## src/sv/rrts_pkg.sv

```systemverilog
// ----------------------------------------------------------------------------
// rrts_pkg
// Shared types, codes and sizes for the round-robin task scheduler.
// ----------------------------------------------------------------------------
`default_nettype none

package rrts_pkg;

  localparam int TASK_COUNT = 4;
  localparam int TASK_W     = $clog2(TASK_COUNT);
  localparam int IDX_W      = $clog2(TASK_COUNT + 1);

  typedef logic [TASK_W-1:0] task_t;
  typedef logic [IDX_W-1:0]  idx_t;

  // Queue link value that marks the end of a queue.
  localparam idx_t QEND = idx_t'(TASK_COUNT);

  localparam logic [7:0]  TICK_DIV_RST = 8'h03;
  localparam logic [15:0] MASK_RST     = 16'h0007;

  typedef enum logic [1:0] {
    CFG_TICK_DIVIDE = 2'd0,
    CFG_READY_MASK  = 2'd1
  } cfg_idx_e;

  typedef enum logic [2:0] {
    K_TICK  = 3'd0,
    K_YIELD = 3'd1,
    K_SLEEP = 3'd2,
    K_ON    = 3'd3,
    K_OFF   = 3'd4,
    K_IDLE  = 3'd5,
    K_READ  = 3'd6
  } kind_e;

  typedef enum logic [1:0] {
    M_FREE  = 2'd0,
    M_IDLE  = 2'd1,
    M_READY = 2'd2,
    M_SLEEP = 2'd3
  } mode_e;

  typedef struct packed {
    logic [2:0]  kind;
    logic [3:0]  task_req;
    logic [31:0] sleep_ticks;
  } evt_t;

  typedef struct packed {
    logic [3:0] current_task;
    logic       accepted;
    logic       switched;
  } res_t;

  function automatic task_t tk(idx_t v);
    return v[TASK_W-1:0];
  endfunction

endpackage

`default_nettype wire

```

## src/sv/rrts_core.sv

```systemverilog
// ----------------------------------------------------------------------------
// rrts_core
// Task table and the sequencer that walks the linked ready and sleep queues
// one link per cycle for each kernel event.
// ----------------------------------------------------------------------------
`default_nettype none

module rrts_core (
  input  wire               clk_i,
  input  wire               rst_ni,
  input  wire               cfg_valid_i,
  input  wire  [1:0]        cfg_index_i,
  input  wire  [15:0]       cfg_data_i,
  output logic              idle_o,
  input  wire               start_i,
  input  rrts_pkg::evt_t    evt_i,
  output logic              res_valid_o,
  input  wire               res_ready_i,
  output rrts_pkg::res_t    res_o
);

  typedef enum logic [9:0] {
    S_RB       = 10'b0000000001,
    S_IDLE     = 10'b0000000010,
    S_START    = 10'b0000000100,
    S_SCAN     = 10'b0000001000,
    S_AP_START = 10'b0000010000,
    S_AP_WALK  = 10'b0000100000,
    S_RM_START = 10'b0001000000,
    S_RM_WALK  = 10'b0010000000,
    S_RESCHED  = 10'b0100000000,
    S_DONE     = 10'b1000000000
  } state_e;

  typedef enum logic [1:0] {
    R_SCAN_APP  = 2'd0,
    R_SCAN_NEXT = 2'd1,
    R_RESCHED   = 2'd2,
    R_DONE      = 2'd3
  } ret_e;

  localparam int TC = rrts_pkg::TASK_COUNT;

  state_e state_q, state_d;
  ret_e   ret_q, ret_d;
  logic   qsel_q, qsel_d;  // 0 ready queue, 1 sleep queue
  rrts_pkg::idx_t arg_q, arg_d, ptr_q, ptr_d, cnt_q, cnt_d;
  rrts_pkg::idx_t scan_t_q, scan_t_d, scan_nx_q, scan_nx_d, scan_i_q, scan_i_d;
  rrts_pkg::idx_t ready_head_q, ready_head_d, sleep_head_q, sleep_head_d;
  rrts_pkg::task_t run_q, run_d, prev_q, prev_d, rb_q, rb_d;
  logic   acc_q, acc_d;
  logic [2:0]  kind_q, kind_d;
  logic [3:0]  req_q, req_d;
  logic [31:0] ticks_q, ticks_d;
  logic [7:0]  tick_left_q, tick_left_d, tick_div_q, tick_div_d;
  logic [15:0] mask_q, mask_d;

  rrts_pkg::mode_e mode_q [TC];
  rrts_pkg::mode_e mode_d [TC];
  rrts_pkg::idx_t  next_q [TC];
  rrts_pkg::idx_t  next_d [TC];
  logic [31:0]     sleep_left_q [TC];
  logic [31:0]     sleep_left_d [TC];

  rrts_pkg::idx_t  head_cur, nptr, old_idx;
  rrts_pkg::task_t req_t, st;
  logic            req_ok, ret_go;

  always_comb begin
    state_d      = state_q;
    ret_d        = ret_q;
    qsel_d       = qsel_q;
    arg_d        = arg_q;
    ptr_d        = ptr_q;
    cnt_d        = cnt_q;
    scan_t_d     = scan_t_q;
    scan_nx_d    = scan_nx_q;
    scan_i_d     = scan_i_q;
    ready_head_d = ready_head_q;
    sleep_head_d = sleep_head_q;
    run_d        = run_q;
    prev_d       = prev_q;
    rb_d         = rb_q;
    acc_d        = acc_q;
    kind_d       = kind_q;
    req_d        = req_q;
    ticks_d      = ticks_q;
    tick_left_d  = tick_left_q;
    tick_div_d   = tick_div_q;
    mask_d       = mask_q;
    mode_d       = mode_q;
    next_d       = next_q;
    sleep_left_d = sleep_left_q;
    ret_go       = 1'b0;
    res_valid_o  = 1'b0;
    idle_o       = (state_q == S_IDLE);

    head_cur = qsel_q ? sleep_head_q : ready_head_q;
    nptr     = next_q[rrts_pkg::tk(ptr_q)];
    old_idx  = rrts_pkg::idx_t'(run_q);
    req_t    = req_q[rrts_pkg::TASK_W-1:0];
    req_ok   = ({1'b0, req_q} < 5'(TC));
    st       = rrts_pkg::tk(scan_t_q);

    case (state_q)
      S_RB: begin
        // Rebuild sweep from the top task down, so each masked task except task 0
        // links to the lowest masked task above it; task 0 is not queued.
        mode_d[rb_q]       = mask_q[rb_q] ? rrts_pkg::M_READY : rrts_pkg::M_FREE;
        sleep_left_d[rb_q] = '0;
        if ((rb_q != '0) && mask_q[rb_q]) begin
          next_d[rb_q] = ready_head_q;
          ready_head_d = rrts_pkg::idx_t'(rb_q);
        end else begin
          next_d[rb_q] = rrts_pkg::QEND;
        end
        if (rb_q == '0) begin
          state_d = S_IDLE;
        end else begin
          rb_d = rb_q - rrts_pkg::task_t'(1);
        end
      end
      S_IDLE: begin
        if (cfg_valid_i) begin
          if ((cfg_index_i == rrts_pkg::CFG_TICK_DIVIDE) ||
              (cfg_index_i == rrts_pkg::CFG_READY_MASK)) begin
            if (cfg_index_i == rrts_pkg::CFG_TICK_DIVIDE) begin
              tick_div_d  = cfg_data_i[7:0];
              tick_left_d = cfg_data_i[7:0];
            end else begin
              mask_d      = cfg_data_i;
              tick_left_d = tick_div_q;
            end
            ready_head_d = rrts_pkg::QEND;
            sleep_head_d = rrts_pkg::QEND;
            run_d        = '0;
            rb_d         = rrts_pkg::task_t'(TC - 1);
            state_d      = S_RB;
          end
        end else if (start_i) begin
          kind_d  = evt_i.kind;
          req_d   = evt_i.task_req;
          ticks_d = evt_i.sleep_ticks;
          prev_d  = run_q;
          acc_d   = 1'b0;
          state_d = S_START;
        end
      end
      S_START: begin
        case (kind_q)
          rrts_pkg::K_TICK: begin
            if (tick_left_q != 8'd0) begin
              tick_left_d = tick_left_q - 8'd1;
              state_d     = S_DONE;
            end else begin
              tick_left_d = tick_div_q;
              scan_t_d    = sleep_head_q;
              scan_i_d    = '0;
              state_d     = S_SCAN;
            end
          end
          rrts_pkg::K_YIELD: state_d = S_RESCHED;
          rrts_pkg::K_SLEEP: begin
            sleep_left_d[run_q] = ticks_q;
            mode_d[run_q]       = rrts_pkg::M_SLEEP;
            state_d             = S_RESCHED;
          end
          rrts_pkg::K_ON: begin
            state_d = S_RESCHED;
            if (req_ok && ((mode_q[req_t] == rrts_pkg::M_FREE) ||
                           (mode_q[req_t] == rrts_pkg::M_IDLE))) begin
              mode_d[req_t] = rrts_pkg::M_READY;
              acc_d         = 1'b1;
              arg_d         = rrts_pkg::idx_t'(req_t);
              qsel_d        = 1'b0;
              ret_d         = R_RESCHED;
              state_d       = S_AP_START;
            end
          end
          rrts_pkg::K_OFF: begin
            state_d = S_RESCHED;
            if (req_ok && ((mode_q[req_t] == rrts_pkg::M_READY) ||
                           (mode_q[req_t] == rrts_pkg::M_SLEEP))) begin
              qsel_d        = (mode_q[req_t] == rrts_pkg::M_SLEEP);
              mode_d[req_t] = rrts_pkg::M_IDLE;
              acc_d         = 1'b1;
              arg_d         = rrts_pkg::idx_t'(req_t);
              ret_d         = R_RESCHED;
              state_d       = S_RM_START;
            end
          end
          rrts_pkg::K_IDLE: begin
            mode_d[run_q] = rrts_pkg::M_IDLE;
            state_d       = S_RESCHED;
          end
          default: state_d = S_DONE;
        endcase
      end
      S_SCAN: begin
        // The successor is latched before the entry is unlinked.
        if ((scan_i_q != rrts_pkg::QEND) && (scan_t_q < rrts_pkg::QEND)) begin
          scan_nx_d = next_q[st];
          if (sleep_left_q[st] == 32'd0) begin
            mode_d[st] = rrts_pkg::M_READY;
            arg_d      = scan_t_q;
            qsel_d     = 1'b1;
            ret_d      = R_SCAN_APP;
            state_d    = S_RM_START;
          end else begin
            sleep_left_d[st] = sleep_left_q[st] - 32'd1;
            scan_t_d         = next_q[st];
            scan_i_d         = scan_i_q + rrts_pkg::idx_t'(1);
          end
        end else begin
          state_d = S_RESCHED;
        end
      end
      S_AP_START: begin
        if (head_cur >= rrts_pkg::QEND) begin
          if (qsel_q) sleep_head_d = arg_q;
          else        ready_head_d = arg_q;
          next_d[rrts_pkg::tk(arg_q)] = rrts_pkg::QEND;
          ret_go = 1'b1;
        end else begin
          ptr_d   = head_cur;
          cnt_d   = '0;
          state_d = S_AP_WALK;
        end
      end
      S_AP_WALK: begin
        if ((cnt_q == rrts_pkg::QEND) || (nptr >= rrts_pkg::QEND)) begin
          next_d[rrts_pkg::tk(ptr_q)] = arg_q;
          next_d[rrts_pkg::tk(arg_q)] = rrts_pkg::QEND;
          ret_go = 1'b1;
        end else begin
          ptr_d = nptr;
          cnt_d = cnt_q + rrts_pkg::idx_t'(1);
        end
      end
      S_RM_START: begin
        if ((arg_q >= rrts_pkg::QEND) || (head_cur >= rrts_pkg::QEND)) begin
          ret_go = 1'b1;
        end else if (head_cur == arg_q) begin
          if (qsel_q) sleep_head_d = next_q[rrts_pkg::tk(arg_q)];
          else        ready_head_d = next_q[rrts_pkg::tk(arg_q)];
          ret_go = 1'b1;
        end else begin
          ptr_d   = head_cur;
          cnt_d   = '0;
          state_d = S_RM_WALK;
        end
      end
      S_RM_WALK: begin
        if ((cnt_q == rrts_pkg::QEND) || (nptr >= rrts_pkg::QEND)) begin
          ret_go = 1'b1;
        end else if (nptr == arg_q) begin
          next_d[rrts_pkg::tk(ptr_q)] = next_q[rrts_pkg::tk(arg_q)];
          ret_go = 1'b1;
        end else begin
          ptr_d = nptr;
          cnt_d = cnt_q + rrts_pkg::idx_t'(1);
        end
      end
      S_RESCHED: begin
        state_d = S_DONE;
        if (ready_head_q < rrts_pkg::QEND) begin
          ready_head_d = next_q[rrts_pkg::tk(ready_head_q)];
          run_d        = rrts_pkg::tk(ready_head_q);
          if ((mode_q[run_q] == rrts_pkg::M_READY) ||
              (mode_q[run_q] == rrts_pkg::M_SLEEP)) begin
            arg_d   = old_idx;
            qsel_d  = (mode_q[run_q] == rrts_pkg::M_SLEEP);
            ret_d   = R_DONE;
            state_d = S_AP_START;
          end
        end else begin
          ready_head_d = rrts_pkg::QEND;
        end
      end
      S_DONE: begin
        res_valid_o = 1'b1;
        if (res_ready_i) state_d = S_IDLE;
      end
      default: state_d = S_IDLE;
    endcase

    if (ret_go) begin
      case (ret_q)
        R_SCAN_APP: begin
          arg_d   = scan_t_q;
          qsel_d  = 1'b0;
          ret_d   = R_SCAN_NEXT;
          state_d = S_AP_START;
        end
        R_SCAN_NEXT: begin
          scan_t_d = scan_nx_q;
          scan_i_d = scan_i_q + rrts_pkg::idx_t'(1);
          state_d  = S_SCAN;
        end
        R_RESCHED: state_d = S_RESCHED;
        default:   state_d = S_DONE;
      endcase
    end
  end

  assign res_o.current_task = 4'(run_q);
  assign res_o.accepted     = acc_q;
  assign res_o.switched     = (run_q != prev_q);

  always_ff @(posedge clk_i or negedge rst_ni) begin
    if (!rst_ni) begin
      state_q      <= S_RB;
      ret_q        <= R_DONE;
      rb_q         <= rrts_pkg::task_t'(TC - 1);
      tick_div_q   <= rrts_pkg::TICK_DIV_RST;
      tick_left_q  <= rrts_pkg::TICK_DIV_RST;
      mask_q       <= rrts_pkg::MASK_RST;
      ready_head_q <= rrts_pkg::QEND;
      sleep_head_q <= rrts_pkg::QEND;
      run_q        <= '0;
      prev_q       <= '0;
      acc_q        <= 1'b0;
    end else begin
      state_q      <= state_d;
      ret_q        <= ret_d;
      rb_q         <= rb_d;
      tick_div_q   <= tick_div_d;
      tick_left_q  <= tick_left_d;
      mask_q       <= mask_d;
      ready_head_q <= ready_head_d;
      sleep_head_q <= sleep_head_d;
      run_q        <= run_d;
      prev_q       <= prev_d;
      acc_q        <= acc_d;
    end
  end

  always_ff @(posedge clk_i) begin
    qsel_q       <= qsel_d;
    arg_q        <= arg_d;
    ptr_q        <= ptr_d;
    cnt_q        <= cnt_d;
    scan_t_q     <= scan_t_d;
    scan_nx_q    <= scan_nx_d;
    scan_i_q     <= scan_i_d;
    kind_q       <= kind_d;
    req_q        <= req_d;
    ticks_q      <= ticks_d;
    mode_q       <= mode_d;
    next_q       <= next_d;
    sleep_left_q <= sleep_left_d;
  end

endmodule

`default_nettype wire

```

## src/sv/round_robin_task_scheduler.sv

```systemverilog
// ----------------------------------------------------------------------------
// round_robin_task_scheduler
// Kernel event scheduler over a fixed task table with ready and sleep queues.
// ----------------------------------------------------------------------------
// How long each accepted event takes depends on the queue links that the
// sequencer walks, one link per cycle, through a single table read path. A read
// current or an unexpired tick walks no queue link. The worst case is a timer
// expiry that wakes three sleepers into an empty ready queue and then requeues
// a ready task. A stalled output holds the block in its final state until the
// output register frees up. The input is not ready while an event is in
// progress. After reset, and after every write to the tick divide or ready mask
// register, a rebuild sweep over every task reloads the task table before the
// next event is taken.
`default_nettype none

module round_robin_task_scheduler (
  input  wire         clk_i,
  input  wire         rst_ni,
  input  wire         s_axis_tvalid,
  output logic        s_axis_tready,
  input  wire  [39:0] s_axis_tdata,   // task_req[3:0], sleep_ticks[35:4], zero pad
  input  wire  [2:0]  s_axis_tuser,   // kind[2:0]
  output logic        m_axis_tvalid,
  input  wire         m_axis_tready,
  output logic [7:0]  m_axis_tdata,   // current_task[3:0], accepted[4], switched[5]
  input  wire         cfg_valid_i,
  output logic        cfg_ready_o,
  input  wire  [1:0]  cfg_index_i,
  input  wire  [15:0] cfg_data_i
);

  rrts_pkg::evt_t evt;
  rrts_pkg::res_t res, out_q;
  logic idle, res_valid, res_ready, out_valid_q;

  assign evt.kind        = s_axis_tuser;
  assign evt.task_req    = s_axis_tdata[3:0];
  assign evt.sleep_ticks = s_axis_tdata[35:4];

  assign cfg_ready_o   = idle;
  assign s_axis_tready = idle & ~cfg_valid_i;
  assign res_ready     = ~out_valid_q | m_axis_tready;

  rrts_core u_core (
    .clk_i       (clk_i),
    .rst_ni      (rst_ni),
    .cfg_valid_i (cfg_valid_i),
    .cfg_index_i (cfg_index_i),
    .cfg_data_i  (cfg_data_i),
    .idle_o      (idle),
    .start_i     (s_axis_tvalid & s_axis_tready),
    .evt_i       (evt),
    .res_valid_o (res_valid),
    .res_ready_i (res_ready),
    .res_o       (res)
  );

  // Output register holds a finished transaction until the sink takes it.
  always_ff @(posedge clk_i or negedge rst_ni) begin
    if (!rst_ni) begin
      out_valid_q <= 1'b0;
    end else if (res_valid && res_ready) begin
      out_valid_q <= 1'b1;
    end else if (m_axis_tready) begin
      out_valid_q <= 1'b0;
    end
  end

  always_ff @(posedge clk_i) begin
    if (res_valid && res_ready) begin
      out_q <= res;
    end
  end

  assign m_axis_tvalid = out_valid_q;
  assign m_axis_tdata  = {2'b00, out_q.switched, out_q.accepted, out_q.current_task};

endmodule

`default_nettype wire

```

## config.mk

```make
export PLATFORM = sky130hd
export DESIGN_NAME = round_robin_task_scheduler
export DESIGN_NICKNAME = d
export VERILOG_FILES = /design/src/sv/rrts_pkg.sv /design/src/sv/rrts_core.sv /design/src/sv/round_robin_task_scheduler.sv
export SDC_FILE = /design/constraint.sdc
export NUM_CORES = 1
export LEC_CHECK = 0
export ABC_AREA = 1
export CAP_MARGIN = 20
export CORE_ASPECT_RATIO = 0.6
export CORE_MARGIN = 2
export CORE_UTILIZATION = 40
export DETAILED_ROUTE_END_ITERATION = 7
export DONT_BUFFER_PORTS = 1
export PLACE_DENSITY = 0.53
export SLEW_MARGIN = 0
export SYNTH_ARGS = -nofsm -noshare
export SYNTH_HDL_FRONTEND = slang
export SYNTH_SLANG_ARGS = --single-unit
```

## constraint.sdc

```tcl
create_clock -name clk_i -period 6.2 [get_ports clk_i]
set_input_delay 1.24 -clock clk_i [delete_from_list [all_inputs] [get_ports clk_i]]
set_output_delay 1.24 -clock clk_i [all_outputs]
set_load 0.1 [all_outputs]
```

==> summary.md <==
| Metric | Value |
|---|---|
| Xor and xnor fraction of the mapped netlist area | 1.17% |
| Die height | 157 µm |
| Clock tree from TritonCTS | yes |
| Simple-gate share of the synthesized area | 27.1% |
| Critical Path Max Stage Delay | ~0.52 ns |
| Share of post-route cells with drive strength above 1 | under 10% |
| Number of library cell types mapped by synthesis | 56 |
| Total negative setup slack | 0 ns |
| Final-report max-slew violation count | 0 |
| Share of the clock period used by the worst path | 70.2% |
| CTS Buf Count | 28 |
| Worst setup EP type | flip-flop |
| Critical path peak fanout | 42 |
| Post-layout minimum cycle time | roughly 4.3 ns |
| Routability Congestion | roughly 0.97 |
| Standard-cell row count | 56 |
| Total of flip-flops plus latches after synthesis | ~260 |
| Post-CTS setup repair buffer count | 0 |
| Later-pin clock latency in the skew report | ~0.59 ns |
| Status | finished, final reports clean |
| Required time at the worst-slack endpoint | 6.38 ns |
| Post-DRT Antenna Nets | 0 |
| Num Clock Sinks | 255 |
| Start-to-end type of the worst setup path | flip-flop to flip-flop |
| Largest net degree at the start of global routing | around 130 |
| Die area | between 40000 and 50000 µm² |
| RSZ-0062 raised after global routing | false |
| Flip-flop and latch area | roughly 7300 µm² |
| Data arrival time of the critical path | around 4.5 ns |
| Internal Pwr Total | 5.05 mW |
| Crit start category | flip-flop |
| Aggregate global-route resource usage | around a quarter |
| Number of detailed-routing iterations run before antenna repair | 6 |
| First-pass GRT wire length | roughly 82000 µm |
| Bufs on Longest Clock Path | 3 |
| Clock transition at path regs | about 0.060 ns |
| Wire length per cell after detailed routing | 21.6 µm |
| Average instance area after synthesis | between 8 and 9 µm² |
| Proportion of netlist area held by the largest area contributor | about two fifths |
| Crit path max-delay cell type | buf_4 |
| Warnings from Yosys | 0 |
| Sequential share of power | between 30 and 40% |
| Total Nets Final | ~2000 |
| Most frequently used flop master after synthesis | edfxtp_1 |
| Static leakage | just over 7 nW |
| Number of maximum-capacitance constraint violations | 0 |
| Part of the Yosys area used for sequential elements | between 40% and 50% |
| Final core utilization | around 44% |
| Final-report setup violation count | 0 |
| Part of the total power dissipated in the clock network | a little under a fifth |
| Worst min path class | primary input to async pin |
| Largest cells by area after synthesis | edfxtp_1, nand2_1, nand3_1 |
| VDD IR max | 0.000241 V |
| Proportion of synthesized area in mux cells | 0.678% |
| Core footprint | approximately 40000 µm² |
| Global-route congestion overflow total | 0 |
| Area growth syn-to-layout | 9.26% |
| Sum of routed wire length over all layers | 53500 µm |
| Number of hold buffers added after cts | 0 |
| Adder-Cell Fraction of Synth Area | less than 1% |
| Ratio of routed vias to standard cells | 5.83 |
| Vias in the first global route | between 10000 and 15000 |
| Switch share | between 40% and 50% |
| Actual transition at the worst max-transition pin | 1.01 ns |
| Asr flop ratio synth | 18.0% |
| Netlist Area Pre-Place | ~16000 µm² |
| Detail Placement HPWL | roughly 37000 µm |
| Input/output buffers | 0 |
| Max Freq | approximately 230 MHz |
| Post-Syn Instances | slightly below 2000 |
| Net Switching | 4.53 mW |
| Synth area leader | edfxtp_1 |
| Width of the die | roughly 260 µm |
| Number of enable-type register cells in the synthesized netlist | around 200 |
| Antenna violations before repair | 2 |
| Number of gates resized after CTS | 0 |
| Post-synthesis compound-gate area fraction | approximately 16% |
| Cell-by-cell trace of the critical path | buf_4 > nor2_4 > buf_4 > inv_2 > o22ai_1 > a21oi_2 > o21ai_1 > inv_1 > ha_1 > nand3_1 > nor2_2 > nand2_1 > nor2_2 > nand2_2 > nand2_2 > nand2_2 > nor2_4 > buf_4 |
| Count of endpoints failing hold in the final timing report | 0 |
| Relative slew margins | between 30% and 40% |
| Setup clock skew after layout | 0.0418 ns |
| Initial core utilization | about two fifths |
| Portion of total power attributed to combinational logic | between 40% and 50% |
| Power density over the cells | about 560 nW/µm² |
| Root buffer selected by CTS | clkbuf_16 |
| Number of levels the H-tree was split into | 1 |
| Drt drc | 0 |
| Routed vias | between 10000 and 15000 |
| FILL cells | around 3900 |
| Combinational family with the most area after synthesis | simple AND/OR/NAND/NOR gates |
| Area of combinational cells with multiple inputs | between 7000 and 8000 µm² |
| Number of ports placed on the die boundary | 77 |
| Drt initial violations | between 1500 and 2000 |
[Yosys cell counts, types with 14 or more instances]
| cell | number |
|---|---|
| dfstp_2 | 14 |
| dfrtp_1 | 32 |
| edfxtp_1 | 199 |
| o211ai_1 | 15 |
| buf_2 | 28 |
| nand4_1 | 16 |
| a31oi_1 | 14 |
| a21oi_1 | 47 |
| a22oi_1 | 114 |
| nor3_1 | 18 |
| inv_1 | 176 |
| nand2_1 | 565 |
| nand3_1 | 190 |
| nor2_1 | 132 |
| o22ai_1 | 25 |
| nor2_2 | 43 |
| clkbuf_1 | 28 |
| o21ai_0 | 127 |
[per-stage QoR]
stage | setup WS [ns] | cells | hold slack [ns] | total power [mW] | instance area (µm²)
global placement | 2.03 | 2427 | 0.434 | 7.64 | 16200
global route | 1.58 | 2481 | 0.326 | 10.2 | 17100
floorplan | 1.24 | 1955 | 0.419 | 6.35 | 15700
CTS | 1.90 | 2479 | 0.317 | 9.48 | 17100
finish | 1.85 | 2481 | 0.347 | 9.58 | 17100
detailed placement | 1.93 | 2427 | 0.432 | 7.69 | 16200
[cell usage in the layout (no fill, tap or decap), drive strengths merged, types with 2 or more instances in the layout]
cell type	count
o22ai	25
a21oi	51
dfrtp	32
o21ai	137
xor2	8
dfstp	14
o2111ai	5
mux2i	5
nand4	16
ha	10
mux2	5
inv	186
o31ai	10
o221ai	12
edfxtp	199
a22oi	114
buf	26
nor3	21
o311ai	4
conb	4
clkinv	11
a221oi	4
or2	5
o21bai	2
dfxtp	10
nand3b	8
nand2	573
nor2	178
nand3	191
a32oi	2
a211oi	2
xnor2	13
clkbuf	37
o211ai	15
bufinv	4
a31oi	14
[cell type report]
type,instances,share of cell area [%]
Inverter,186,4.10
Tap cell,522,3.81
Sequential cell,255,42.9
Timing Repair Buffer,26,1.26
Antenna cell,1,0.0146
Multi-Input combinational cell,1439,42.5
Clock inverter,15,1.09
Clock buffer,37,4.40
[cell families (layout without fill, tap and decap cells)]
group / after synthesis / after routing
buf+inv: 261 / 264
xor+xnor: 21 / 21
compound gates: 401 / 401
simple gates: 993 / 993
flops: 255 / 255
mux: 10 / 10
fa+ha+maj: 10 / 10
other cells: 1 / 5
[critical path, delay by kind of cell, from the launching register on]
kind	cells	cell delay, ns
adder cells (fa/ha/maj)	1	0.20
AO/OA/AOI/OAI	3	0.43
buffers and inverters	5	1.58
AND/OR/NAND/NOR	9	1.36
flip-flops	1	0.35
[power by group through the flow]
stage / Clock (mW) / Sequential [mW] / Combinational [mW]
after floorplan: 0 / 3.11 / 3.24
final: 1.76 / 3.28 / 4.54
after detailed placement: 0 / 3.28 / 4.41
after global routing: 1.86 / 3.34 / 4.99
after CTS: 1.80 / 3.26 / 4.42
after global placement: 0 / 3.28 / 4.35
[state kept, by name (all words and copies together) (netlist names), 4 cells and up, named ones only]
signal               cells
u_core.sleep_left_q    128
u_core.state_q          10
u_core.mask_q            4
u_core.tick_div_q        8
u_core.mode_q            4
u_core.tick_left_q       8
m_axis_tdata             4
u_core.req_q             4
u_core.ticks_q          32
[routing by layer]
layer	share of wire [%]	vias up	wire [µm]	track usage, %
li1	-	6756	-	-
met1	50	6848	26900	43.3
met5	0	-	0	0
met4	1.5	0	819	4.84
met2	36	791	19500	32.4
met3	12	62	6330	7.00
[path summary, 6_finish.rpt]
check	from	endpoint	slack [ns]	cells after the start
setup / recovery	u_core.scan_t_q[1]$_DFF_P_	u_core.ticks_q[28]$_DFFE_PP_	1.85	18
hold / removal	rst_ni	u_core.tick_left_q[4]$_DFFE_PN0P_	0.35	0
max in group asynchronous	rst_ni	u_core.ret_q[0]$_DFF_PN1_	5.63	0
min in group clk_i	u_core.scan_nx_q[0]$_DFFE_PP_	u_core.scan_t_q[0]$_DFF_P_	0.45	2
setup reg to reg	u_core.scan_t_q[1]$_DFF_P_	u_core.ticks_q[28]$_DFFE_PP_	1.85	18
hold reg to reg	u_core.scan_nx_q[0]$_DFFE_PP_	u_core.scan_t_q[0]$_DFF_P_	0.45	2
Note: power is estimated with default switching activity, not from simulation.
